## src/rtl/foc_pkg.sv

```systemverilog
// foc_pkg: shared types and constants of the feedback opto compressor
// used by foc_div and feedback_opto_compressor; no dependencies
package foc_pkg;

  localparam int ENV_W = 28;               // envelope width, Q4.24
  localparam int ENV_FRAC = 24;
  localparam int GAIN_W = 17;              // linear gain, Q1.16
  localparam int DB_W = 15;                // reduction in dB, signed Q7.8
  localparam int LOG_STEPS = 16;           // squaring steps of the log2 fraction

  localparam int DIV_NUM_W = 41;
  localparam int DIV_DEN_W = 31;
  localparam int DIV_QUO_W = 17;

  localparam logic [GAIN_W-1:0] UNITY_GAIN = 17'd65536;
  localparam logic [GAIN_W-1:0] MIN_GAIN = 17'd655;
  localparam logic [18:0] DB_PER_OCTAVE = 19'd394566;  // 20*log10(2), Q16
  localparam logic [DB_W-1:0] DB_FLOOR = 15'd10240;
  localparam logic signed [DB_W-1:0] DB_MIN = -15'sd10240;

  localparam logic [23:0] FAST_COEFF_24 = 24'd16739216;
  localparam logic [23:0] SLOW_COEFF_24 = 24'd16770877;

  typedef enum logic [1:0] {
    CFG_AMOUNT     = 2'd0,
    CFG_FAST_COEFF = 2'd1,
    CFG_SLOW_COEFF = 2'd2,
    CFG_UNUSED     = 2'd3
  } cfg_idx_t;

  typedef enum logic [3:0] {
    S_IDLE,
    S_GAIN,
    S_RND,
    S_DRV,
    S_DRV_W,
    S_SM0,
    S_SM1,
    S_SM2,
    S_DIV_GO,
    S_DIV_WAIT,
    S_NORM,
    S_LOG_ISSUE,
    S_LOG,
    S_DB,
    S_DB_W,
    S_OUT
  } state_t;

  typedef struct packed {
    logic                 start;
    logic [DIV_NUM_W-1:0] num;
    logic [DIV_DEN_W-1:0] den;
  } div_req_t;

endpackage

```

## src/rtl/feedback_opto_compressor.sv

```systemverilog
// feedback_opto_compressor: top level, sequencer around a shared multiplier
// depends on foc_pkg, foc_mul and foc_div
//
// Usage:
//   Input channel: sample_in with in_valid / in_stall. A request is taken
//   when in_valid is high and in_stall is low; in_stall stays high while a
//   sample is being worked on, so one sample is in flight at a time.
//   Output channel: sample_out and reduction_db with out_valid / out_stall,
//   held in an output register; a finished result waits there while the
//   next sample is already taken.
//   Config channel: cfg_valid / cfg_ready with cfg_index and cfg_data;
//   index 0 amount (clamped to 1.0), 1 fast pole, 2 slow pole, 3 ignored.
//   cfg_ready is high while no sample is being worked on.
//   A new sample can be taken the cycle after the result enters the output
//   register. The sequencer waits on the 17-step divider and runs the 16
//   squarings of the log2 fraction on the shared multiplier.
//   Reset: envelopes clear, gain is unity, registers take their defaults.
//   A stalled output holds its data and the sequencer waits before loading.
module feedback_opto_compressor
  import foc_pkg::*;
#(
  parameter int SAMPLE_BITS = 24,
  parameter int COEFF_BITS = 24
) (
  input  logic                                        clk,
  input  logic                                        rst,
  input  logic                                        in_valid,
  output logic                                        in_stall,
  input  logic signed [SAMPLE_BITS-1:0]               sample_in,
  output logic                                        out_valid,
  input  logic                                        out_stall,
  output logic signed [SAMPLE_BITS-1:0]               sample_out,
  output logic signed [DB_W-1:0]                      reduction_db,
  input  logic                                        cfg_valid,
  output logic                                        cfg_ready,
  input  logic [1:0]                                  cfg_index,
  input  logic [((COEFF_BITS > GAIN_W) ? COEFF_BITS : GAIN_W)-1:0] cfg_data
);

  localparam int SB = SAMPLE_BITS;
  localparam int CB = COEFF_BITS;
  localparam int MAX_SC = (SB > CB) ? SB : CB;
  localparam int MUL_W = (MAX_SC > 31) ? MAX_SC : 31;
  localparam int PROD_W = 2 * MUL_W;
  localparam int ACC_W = CB + 30;
  localparam int DSHIFT = SB - 12;
  localparam int UP = (CB >= 24) ? CB - 24 : 0;
  localparam int DOWN = (CB >= 24) ? 0 : 24 - CB;
  localparam logic [CB-1:0] FAST_RST = CB'((64'(FAST_COEFF_24) << UP) >> DOWN);
  localparam logic [CB-1:0] SLOW_RST = CB'((64'(SLOW_COEFF_24) << UP) >> DOWN);

  state_t state, state_next;

  logic [GAIN_W-1:0] amount;
  logic [CB-1:0]     fast_coeff;
  logic [CB-1:0]     slow_coeff;
  logic [ENV_W-1:0]  fast_env;
  logic [ENV_W-1:0]  slow_env;
  logic [GAIN_W-1:0] gain;

  logic              neg;
  logic [SB-1:0]     mag;
  logic [SB-1:0]     outmag;
  logic [ENV_W-1:0]  drive;
  logic [ACC_W-1:0]  acc;
  logic              pass;
  logic [30:0]       m;
  logic [15:0]       frac;
  logic [3:0]        step;
  logic [4:0]        exp_p;
  logic [DB_W-1:0]   db_hold;

  logic [MUL_W-1:0]  mul_a, mul_b;
  logic [PROD_W-1:0] prod;
  div_req_t          div_req;
  logic              div_done;
  logic [DIV_QUO_W-1:0] quo;

  logic [ENV_W-1:0]  x_sel, prev_sel;
  logic [CB-1:0]     c_sel;
  logic [ACC_W-1:0]  sm_diff;
  logic [ENV_W-1:0]  sm_res;
  logic [DIV_DEN_W-1:0] denom;
  logic [31:0]       sq;
  logic [30:0]       m_new;
  logic [20:0]       lmag;
  logic [PROD_W-1:0] rnd_sum, drv_sum, db_sum;
  logic [DB_W-1:0]   db_mag;
  logic [GAIN_W-1:0] g_clamp;
  logic [4:0]        lead;
  logic [GAIN_W-1:0] amount_wr;
  logic              cfg_we;

  function automatic logic [4:0] lead_one(input logic [GAIN_W-1:0] g);
    logic [4:0] r;
    r = '0;
    for (int i = 0; i < GAIN_W; i++) begin
      if (g[i]) r = 5'(i);
    end
    return r;
  endfunction

  foc_mul #(.W(MUL_W)) u_mul (
    .clk (clk),
    .a   (mul_a),
    .b   (mul_b),
    .p   (prod)
  );

  foc_div u_div (
    .clk  (clk),
    .rst  (rst),
    .req  (div_req),
    .done (div_done),
    .quo  (quo)
  );

  assign in_stall = (state != S_IDLE);
  assign cfg_ready = (state == S_IDLE);
  assign cfg_we = cfg_valid && cfg_ready;
  assign amount_wr = (cfg_data[GAIN_W-1:0] > UNITY_GAIN) ? UNITY_GAIN : cfg_data[GAIN_W-1:0];

  // smoother operands: first pass fast from drive, second pass slow from fast
  assign x_sel = pass ? fast_env : drive;
  assign prev_sel = pass ? slow_env : fast_env;
  assign c_sel = pass ? slow_coeff : fast_coeff;
  assign sm_diff = acc - prod[ACC_W-1:0];
  assign sm_res = sm_diff[CB +: ENV_W];

  assign denom = DIV_DEN_W'(1 << ENV_FRAC) + DIV_DEN_W'({slow_env, 2'b00})
               + DIV_DEN_W'(slow_env);
  assign rnd_sum = prod + PROD_W'(32768);
  assign drv_sum = prod + (PROD_W'(1) << (DSHIFT - 1));
  assign db_sum = prod + (PROD_W'(1) << 23);
  assign db_mag = (db_sum[PROD_W-1:24] > (PROD_W-24)'(DB_FLOOR))
                ? DB_FLOOR : db_sum[24 +: DB_W];
  assign g_clamp = (quo < MIN_GAIN) ? MIN_GAIN : ((quo > UNITY_GAIN) ? UNITY_GAIN : quo);
  assign lead = lead_one(gain);

  // one squaring per cycle; an overflow past 2.0 gives a fraction bit
  assign sq = prod[61:30];
  assign m_new = sq[31] ? sq[31:1] : sq[30:0];
  assign lmag = (21'(5'd16 - exp_p) << 16) - 21'(frac);

  always_ff @(posedge clk) begin
    if (rst) begin
      state <= S_IDLE;
    end else begin
      state <= state_next;
    end
  end

  always_comb begin
    state_next = state;
    mul_a = '0;
    mul_b = '0;
    div_req.start = 1'b0;
    div_req.num = (DIV_NUM_W'(1) << 40) + DIV_NUM_W'(denom >> 1);
    div_req.den = denom;
    unique case (state)
      S_IDLE: begin
        if (in_valid) state_next = S_GAIN;
      end
      S_GAIN: begin
        mul_a = MUL_W'(mag);
        mul_b = MUL_W'(gain);
        state_next = S_RND;
      end
      S_RND: state_next = S_DRV;
      S_DRV: begin
        mul_a = MUL_W'(outmag);
        mul_b = MUL_W'(amount);
        state_next = S_DRV_W;
      end
      S_DRV_W: state_next = S_SM0;
      S_SM0: begin
        mul_a = MUL_W'(c_sel);
        mul_b = MUL_W'(prev_sel);
        state_next = S_SM1;
      end
      S_SM1: begin
        mul_a = MUL_W'(c_sel);
        mul_b = MUL_W'(x_sel);
        state_next = S_SM2;
      end
      S_SM2: state_next = pass ? S_DIV_GO : S_SM0;
      S_DIV_GO: begin
        div_req.start = 1'b1;
        state_next = S_DIV_WAIT;
      end
      S_DIV_WAIT: begin
        if (div_done) state_next = S_NORM;
      end
      S_NORM: state_next = S_LOG_ISSUE;
      S_LOG_ISSUE: begin
        mul_a = MUL_W'(m);
        mul_b = MUL_W'(m);
        state_next = S_LOG;
      end
      S_LOG: begin
        mul_a = MUL_W'(m_new);
        mul_b = MUL_W'(m_new);
        if (step == 4'(LOG_STEPS - 1)) state_next = S_DB;
      end
      S_DB: begin
        mul_a = MUL_W'(lmag);
        mul_b = MUL_W'(DB_PER_OCTAVE);
        state_next = S_DB_W;
      end
      S_DB_W: state_next = S_OUT;
      S_OUT: begin
        if (!out_valid || !out_stall) state_next = S_IDLE;
      end
      default: state_next = S_IDLE;
    endcase
  end

  // control state, configuration and the compressor state
  always_ff @(posedge clk) begin
    if (rst) begin
      amount <= '0;
      fast_coeff <= FAST_RST;
      slow_coeff <= SLOW_RST;
      fast_env <= '0;
      slow_env <= '0;
      gain <= UNITY_GAIN;
      out_valid <= 1'b0;
    end else begin
      if (cfg_we) begin
        unique case (cfg_idx_t'(cfg_index))
          CFG_AMOUNT:     amount <= amount_wr;
          CFG_FAST_COEFF: fast_coeff <= cfg_data[CB-1:0];
          CFG_SLOW_COEFF: slow_coeff <= cfg_data[CB-1:0];
          default: ;
        endcase
      end
      if (state == S_SM2) begin
        if (pass) slow_env <= sm_res;
        else fast_env <= sm_res;
      end
      if (state == S_DIV_WAIT && div_done) gain <= g_clamp;
      if (state == S_OUT && (!out_valid || !out_stall)) begin
        out_valid <= 1'b1;
      end else if (out_valid && !out_stall) begin
        out_valid <= 1'b0;
      end
    end
  end

  // datapath registers
  always_ff @(posedge clk) begin
    unique case (state)
      S_IDLE: begin
        neg <= sample_in[SB-1];
        mag <= sample_in[SB-1] ? SB'(-sample_in) : SB'(sample_in);
      end
      S_RND: outmag <= rnd_sum[16 +: SB];
      S_DRV_W: begin
        drive <= drv_sum[DSHIFT +: ENV_W];
        pass <= 1'b0;
      end
      S_SM0: acc <= (ACC_W'(x_sel) << CB) + (ACC_W'(1) << (CB - 1));
      S_SM1: acc <= acc + prod[ACC_W-1:0];
      S_SM2: pass <= 1'b1;
      S_NORM: begin
        exp_p <= lead;
        m <= 31'(gain) << (5'd30 - lead);
      end
      S_LOG_ISSUE: step <= '0;
      S_LOG: begin
        m <= m_new;
        frac <= {frac[14:0], sq[31]};
        step <= step + 1'b1;
      end
      S_DB_W: db_hold <= DB_W'(-db_mag);
      S_OUT: begin
        if (!out_valid || !out_stall) begin
          sample_out <= neg ? SB'(-outmag) : outmag;
          reduction_db <= db_hold;
        end
      end
      default: ;
    endcase
  end

  assert property (@(posedge clk) disable iff (rst)
    gain >= MIN_GAIN && gain <= UNITY_GAIN)
    else $error("gain left its clamp range");

  assert property (@(posedge clk) disable iff (rst)
    out_valid |-> (reduction_db <= 0 && reduction_db >= DB_MIN))
    else $error("reduction outside its range");

  assert property (@(posedge clk) disable iff (rst)
    div_done |-> state == S_DIV_WAIT)
    else $error("divider finished outside its wait state");

  assert property (@(posedge clk) disable iff (rst)
    amount <= UNITY_GAIN)
    else $error("amount above unity");

endmodule

```

## src/rtl/foc_mul.sv

```systemverilog
// foc_mul: shared unsigned multiplier with a registered product
// no package dependencies
module foc_mul #(
  parameter int W = 32
) (
  input  logic           clk,
  input  logic [W-1:0]   a,
  input  logic [W-1:0]   b,
  output logic [2*W-1:0] p
);

  always_ff @(posedge clk) begin
    p <= (2*W)'(a) * (2*W)'(b);
  end

endmodule

```

## src/rtl/foc_div.sv

```systemverilog
// foc_div: restoring divider, one quotient bit per cycle
// depends on foc_pkg for the request struct and widths
module foc_div
  import foc_pkg::*;
(
  input  logic                 clk,
  input  logic                 rst,
  input  div_req_t             req,
  output logic                 done,
  output logic [DIV_QUO_W-1:0] quo
);

  localparam int CNT_W = $clog2(DIV_QUO_W + 1);

  logic                 busy;
  logic [CNT_W-1:0]     cnt;
  logic [DIV_DEN_W-1:0] rem;
  logic [DIV_DEN_W-1:0] den;
  logic [DIV_QUO_W-1:0] low_bits;
  logic [DIV_DEN_W:0]   trial;
  logic                 fits;

  // quotient fits in DIV_QUO_W bits, so the top numerator bits start below den
  assign trial = {rem, low_bits[DIV_QUO_W-1]};
  assign fits = trial >= {1'b0, den};

  always_ff @(posedge clk) begin
    if (rst) begin
      busy <= 1'b0;
      done <= 1'b0;
      cnt <= '0;
    end else begin
      done <= 1'b0;
      if (req.start) begin
        busy <= 1'b1;
        cnt <= CNT_W'(DIV_QUO_W);
      end else if (busy) begin
        cnt <= cnt - 1'b1;
        if (cnt == CNT_W'(1)) begin
          busy <= 1'b0;
          done <= 1'b1;
        end
      end
    end
  end

  always_ff @(posedge clk) begin
    if (req.start) begin
      rem <= DIV_DEN_W'(req.num[DIV_NUM_W-1:DIV_QUO_W]);
      low_bits <= req.num[DIV_QUO_W-1:0];
      den <= req.den;
    end else if (busy) begin
      rem <= fits ? DIV_DEN_W'(trial - {1'b0, den}) : trial[DIV_DEN_W-1:0];
      low_bits <= {low_bits[DIV_QUO_W-2:0], 1'b0};
      quo <= {quo[DIV_QUO_W-2:0], fits};
    end
  end

endmodule

```

## config.mk

```make
export PLATFORM = sky130hd
export DESIGN_NAME = feedback_opto_compressor
export DESIGN_NICKNAME = d
export VERILOG_FILES = /design/src/rtl/foc_pkg.sv /design/src/rtl/feedback_opto_compressor.sv /design/src/rtl/foc_mul.sv /design/src/rtl/foc_div.sv
export SDC_FILE = /design/constraint.sdc
export NUM_CORES = 2
export LEC_CHECK = 0
export CAP_MARGIN = 25
export CORE_MARGIN = 8
export CORE_UTILIZATION = 39
export DETAILED_ROUTE_END_ITERATION = 8
export DONT_BUFFER_PORTS = 1
export PLACE_DENSITY = 0.63
export SKIP_LAST_GASP = 1
export SLEW_MARGIN = 0
export SYNTH_ARGS = -nofsm -noshare
export SYNTH_HDL_FRONTEND = slang
export SYNTH_HIERARCHICAL = 1
export SYNTH_SLANG_ARGS = --single-unit
```

## constraint.sdc

```tcl
create_clock -name clk -period 11 [get_ports clk]
set_input_delay 1.65 -clock clk [delete_from_list [all_inputs] [get_ports clk]]
set_output_delay 1.65 -clock clk [all_outputs]
set_load 0.01 [all_outputs]
```

==> qor_table.md <==
| Result | Reported |
| --- | --- |
| Worst-margin pin slew | 1.11 ns |
| Starting density of the core | 0.392 |
| Met3 layer usage reported by global route | 0.0371 |
| Setup TNS | 0 ns |
| Width of the chip | 428 µm |
| Peak supply drop | 0.0998 mV |
| Max-cap viol count | 0 |
| Number of distinct library cells after synthesis | 119 |
| Depth of the worst register-to-register path | 31 |
| Final-report max-slew violation count | 0 |
| Fin crit period | 10.38 ns |
| Total congestion overflow after global routing | 0 |
| Residual DRC | 0 |
| Skew-Pair Late Insertion Delay | 0.64 ns |
| Post-detailed-placement half-perimeter wirelength | 169000 µm |
| Total chip power | 5880 µW |
| Vias/cell | 5.66 |
| Hold violation total from the final report | 0 |
| Placeable core region | 169000 µm² |
| Crit. End Element | flop |
| Buffering stage count on the worst path with inverters included | 4 |
| DRT antenna net count | 0 |
| Type of the setup path with the least slack | reg -> reg |
| Count of routing violations after the opening detailed-route iteration | 5585 |
| Most frequent cells after synthesis | inv_1, fa_1, nand2_1 |
| Area of the mapped netlist | 66200 µm² |
| Highest clock rate | 0.0963 GHz |
| Area Growth Syn to Fin | 6.83% |
| Overall routing resource usage | 0.229 |
| Result of the run | finished clean |
| Layout cell share with drive strength beyond 1 | 0.0582 |
| CP Data Arrival Time | 10.92 ns |
| Global-route wire length before repair | 330000 µm |
| TritonCTS sink count | 548 |
| Start of the worst register-to-register path | frac[6]$_DFFE_PP_ |
| Static Leakage | 0.0313 µW |
| Library cell occupying the most area in the post-synthesis netlist | fa_1 |
| Clk_skew | 0.0436 ns |
| Routing usage on met2 | 0.356 |
| Endpoint required time on the critical path | 11.54 ns |
| Worst-path maximum fanout | 16 |
| Post-synthesis async set-or-reset flop share | 0 |
| Maximum clock path buffer count | 3 |
| Top-count cell post-synth | inv_1 |
| Synthesized area divided by synthesized cell count | 9.17 µm² |
| Largest cells by area after synthesis | fa_1, edfxtp_1, ha_1, dfxtp_1, inv_1 |
| Power density cells | 83.0 nW/µm² |
| Maximum level of the CTS H-tree | 3 |
| Post-Route WL | 216000 µm |
| Pin count of the biggest net entering global routing | 162 |
| Number of vias in the routed layout | 52700 |
| Floorplan row count | 151 |
| Family with the most delay on the worst path | adder cells |
| Worst R2R End | u_mul/p[60]$_DFF_P_ |
| Top cell by count, worst path | fa_1 |
| Number of buffer cells added on primary ports | 0 |
| Net count, final | 8374 |
| Unrepaired setup endpoints after global routing | no |
| Cells after Synth | 7223 |
| RD Place Congestion | 1.02 |
| Total setup violations reported at the end of the flow | 0 |
| Cell with the largest stage delay on the worst path | or4_4 |
| Antenna violations before repair | 6 |
| Clock Tree Root | clkbuf_16 |
| Number of warnings printed during yosys synthesis | 6 |
| Average wire length per cell after detail routing | 23.2 µm |
| Number of synthesized register bits | 548 |
| Busiest layer in global routing | met2 |
| Number of global-route vias before repair | 53500 |
| Cts bufs inserted | 67 |
| GR met1 Demand/Resource | 0.315 |
| Die height | 428 µm |
| Register-to-register setup slack | 0.62 ns |
| Critical Path Stages | 31 |
| Number of enable flip-flop cells after synthesis | 329 |
| Number of buffers inserted by hold repair at cts | 0 |
| Most used flip-flop cell after synthesis | edfxtp_1 |
| Startpoint kind of the worst setup timing path | flop |
| 1st-pass router iterations | 8 |
| Hold crit path type | reg -> reg |
| Boundary Pins | 97 |
| Share of the clock period used by the worst path | 0.944 |
| Origin of the worst setup path | frac[6]$_DFFE_PP_ |
| Clock-pin transition on the worst setup and hold timing paths | 0.06 ns |
| Peak per-stage delay on the critical path | 0.58 ns |
| Sequential cell area fraction in the yosys report | 0.215 |
| Filler cells | 16400 |
| TritonCTS clock tree | yes |
| Area enclosed by the die boundary | 183000 µm² |
| CTS resizes | 0 |
| Worst rel slew slack | 0.256 |
| Worst setup path end | u_mul/p[60]$_DFF_P_ |
| Post-CTS Repair Setup Buffers | 0 |
| Yosys top cell area share | 0.254 |
flip-flops by register name, summed over array words and instances (netlist names), 15 cells and up:
signal,cells
acc,52
u_mul/p,62
slow_coeff,24
db_hold,15
mag,24
fast_coeff,24
amount,17
gain,17
frac,16
u_div/quo,17
m,31
fast_env,28
drive,28
sample_out,24
outmag,24
slow_env,28
u_div/low_bits,17
u_div/rem,31
u_div/den,31
reduction_db,15
cells by family (layout without fill, tap and decap cells):
| group | after synthesis | count (layout) | share of synthesized area |
|---|---|---|---|
| muxes | 146 | 146 | 0.0246 |
| AOI/OAI and AO/OA | 1161 | 1161 | 0.120 |
| xor gates and xnor gates | 300 | 300 | 0.0397 |
| and+or+nand+nor | 2313 | 2313 | 0.176 |
| adders and majority gates | 1293 | 1293 | 0.339 |
| other | 2 | 16 | 0.000113 |
| DFF | 548 | 548 | 0.215 |
| buffers and inverters | 1460 | 1309 | 0.0845 |
cell usage in the layout (no fill, tap or decap), types with 69 or more instances in the layout:
cell	Yosys	final
a21oi_1	340	339
and2_1	551	551
buf_4	8	122
clkbuf_16	0	69
dfxtp_1	219	218
edfxtp_1	329	329
fa_1	840	840
ha_1	453	453
inv_1	1048	1048
mux2i_1	86	86
nand2_1	835	835
nand3_1	107	107
nor2_1	294	292
nor3_1	85	79
o21ai_0	174	172
xnor2_1	229	229
xor2_1	71	71
worst register-to-register path, delay by kind of cell, from the launching register on:
family | cells | cell delay (ns)
compound gates | 5 | 1.63
xor+xnor | 2 | 0.33
fa+ha+maj | 9 | 4.09
buf+inv | 4 | 0.65
flops | 1 | 0.43
simple gates | 11 | 3.15
layout make-up:
| type | count | area (µm²) | share of cell area |
|---|---|---|---|
| multi-input cells | 5224 | 46500 | 0.657 |
| flip-flops and latches | 548 | 14300 | 0.202 |
| inverters | 1058 | 3970 | 0.0562 |
| well taps | 2218 | 2780 | 0.0392 |
| clock buffers | 85 | 1870 | 0.0264 |
| repair buffers | 127 | 972 | 0.0137 |
| clock inverters | 39 | 412 | 0.00582 |
| diodes | 5 | 12.5 | 0.000177 |
per-stage QoR:
step | instance area [µm²] | hold slack, ns | utilization | worst slack, ns | std cells
5_1_grt | 70700 | 0.438 | 0.418 | 0.181 | 9299
3_3_place_gp | 68400 | 0.405 | 0.405 | 0.814 | 9170
3_5_place_dp | 68400 | 0.410 | 0.405 | 0.711 | 9173
2_1_floorplan | 66300 | 0.400 | - | 1.17 | 7232
4_1_cts | 70700 | 0.416 | 0.418 | 0.660 | 9297
6_report | 70700 | 0.418 | 0.418 | 0.619 | 9304
how the worst min path moves through the flow:
stage,startpoint,slack (ns),cells after the start,endpoint
after global placement,db_hold[12]$_DFFE_PP_,0.40,0,reduction_db[12]$_DFFE_PP_
after detailed placement,db_hold[3]$_DFFE_PP_,0.41,0,reduction_db[3]$_DFFE_PP_
after floorplan,db_hold[0]$_DFFE_PP_,0.40,0,reduction_db[0]$_DFFE_PP_
after global routing,db_hold[12]$_DFFE_PP_,0.44,0,reduction_db[12]$_DFFE_PP_
final,db_hold[12]$_DFFE_PP_,0.42,0,reduction_db[12]$_DFFE_PP_
after CTS,db_hold[12]$_DFFE_PP_,0.42,0,reduction_db[12]$_DFFE_PP_
where the power goes:
part,total [µW],switching (µW),internal (µW)
Sequential,2380,104,2270
Combinational,1190,831,354
Clock,2310,994,1320
Total,5880,1930,3950
per-layer routing:
| layer | wire length (µm) | up-vias |
|---|---|---|
| met1 | 91200 | 26400 |
| met4 | 11600 | 2 |
| met3 | 18200 | 487 |
| li1 | - | 23400 |
| met5 | 12 | - |
| met2 | 94900 | 2412 |
(Power assumes the default switching activity.)
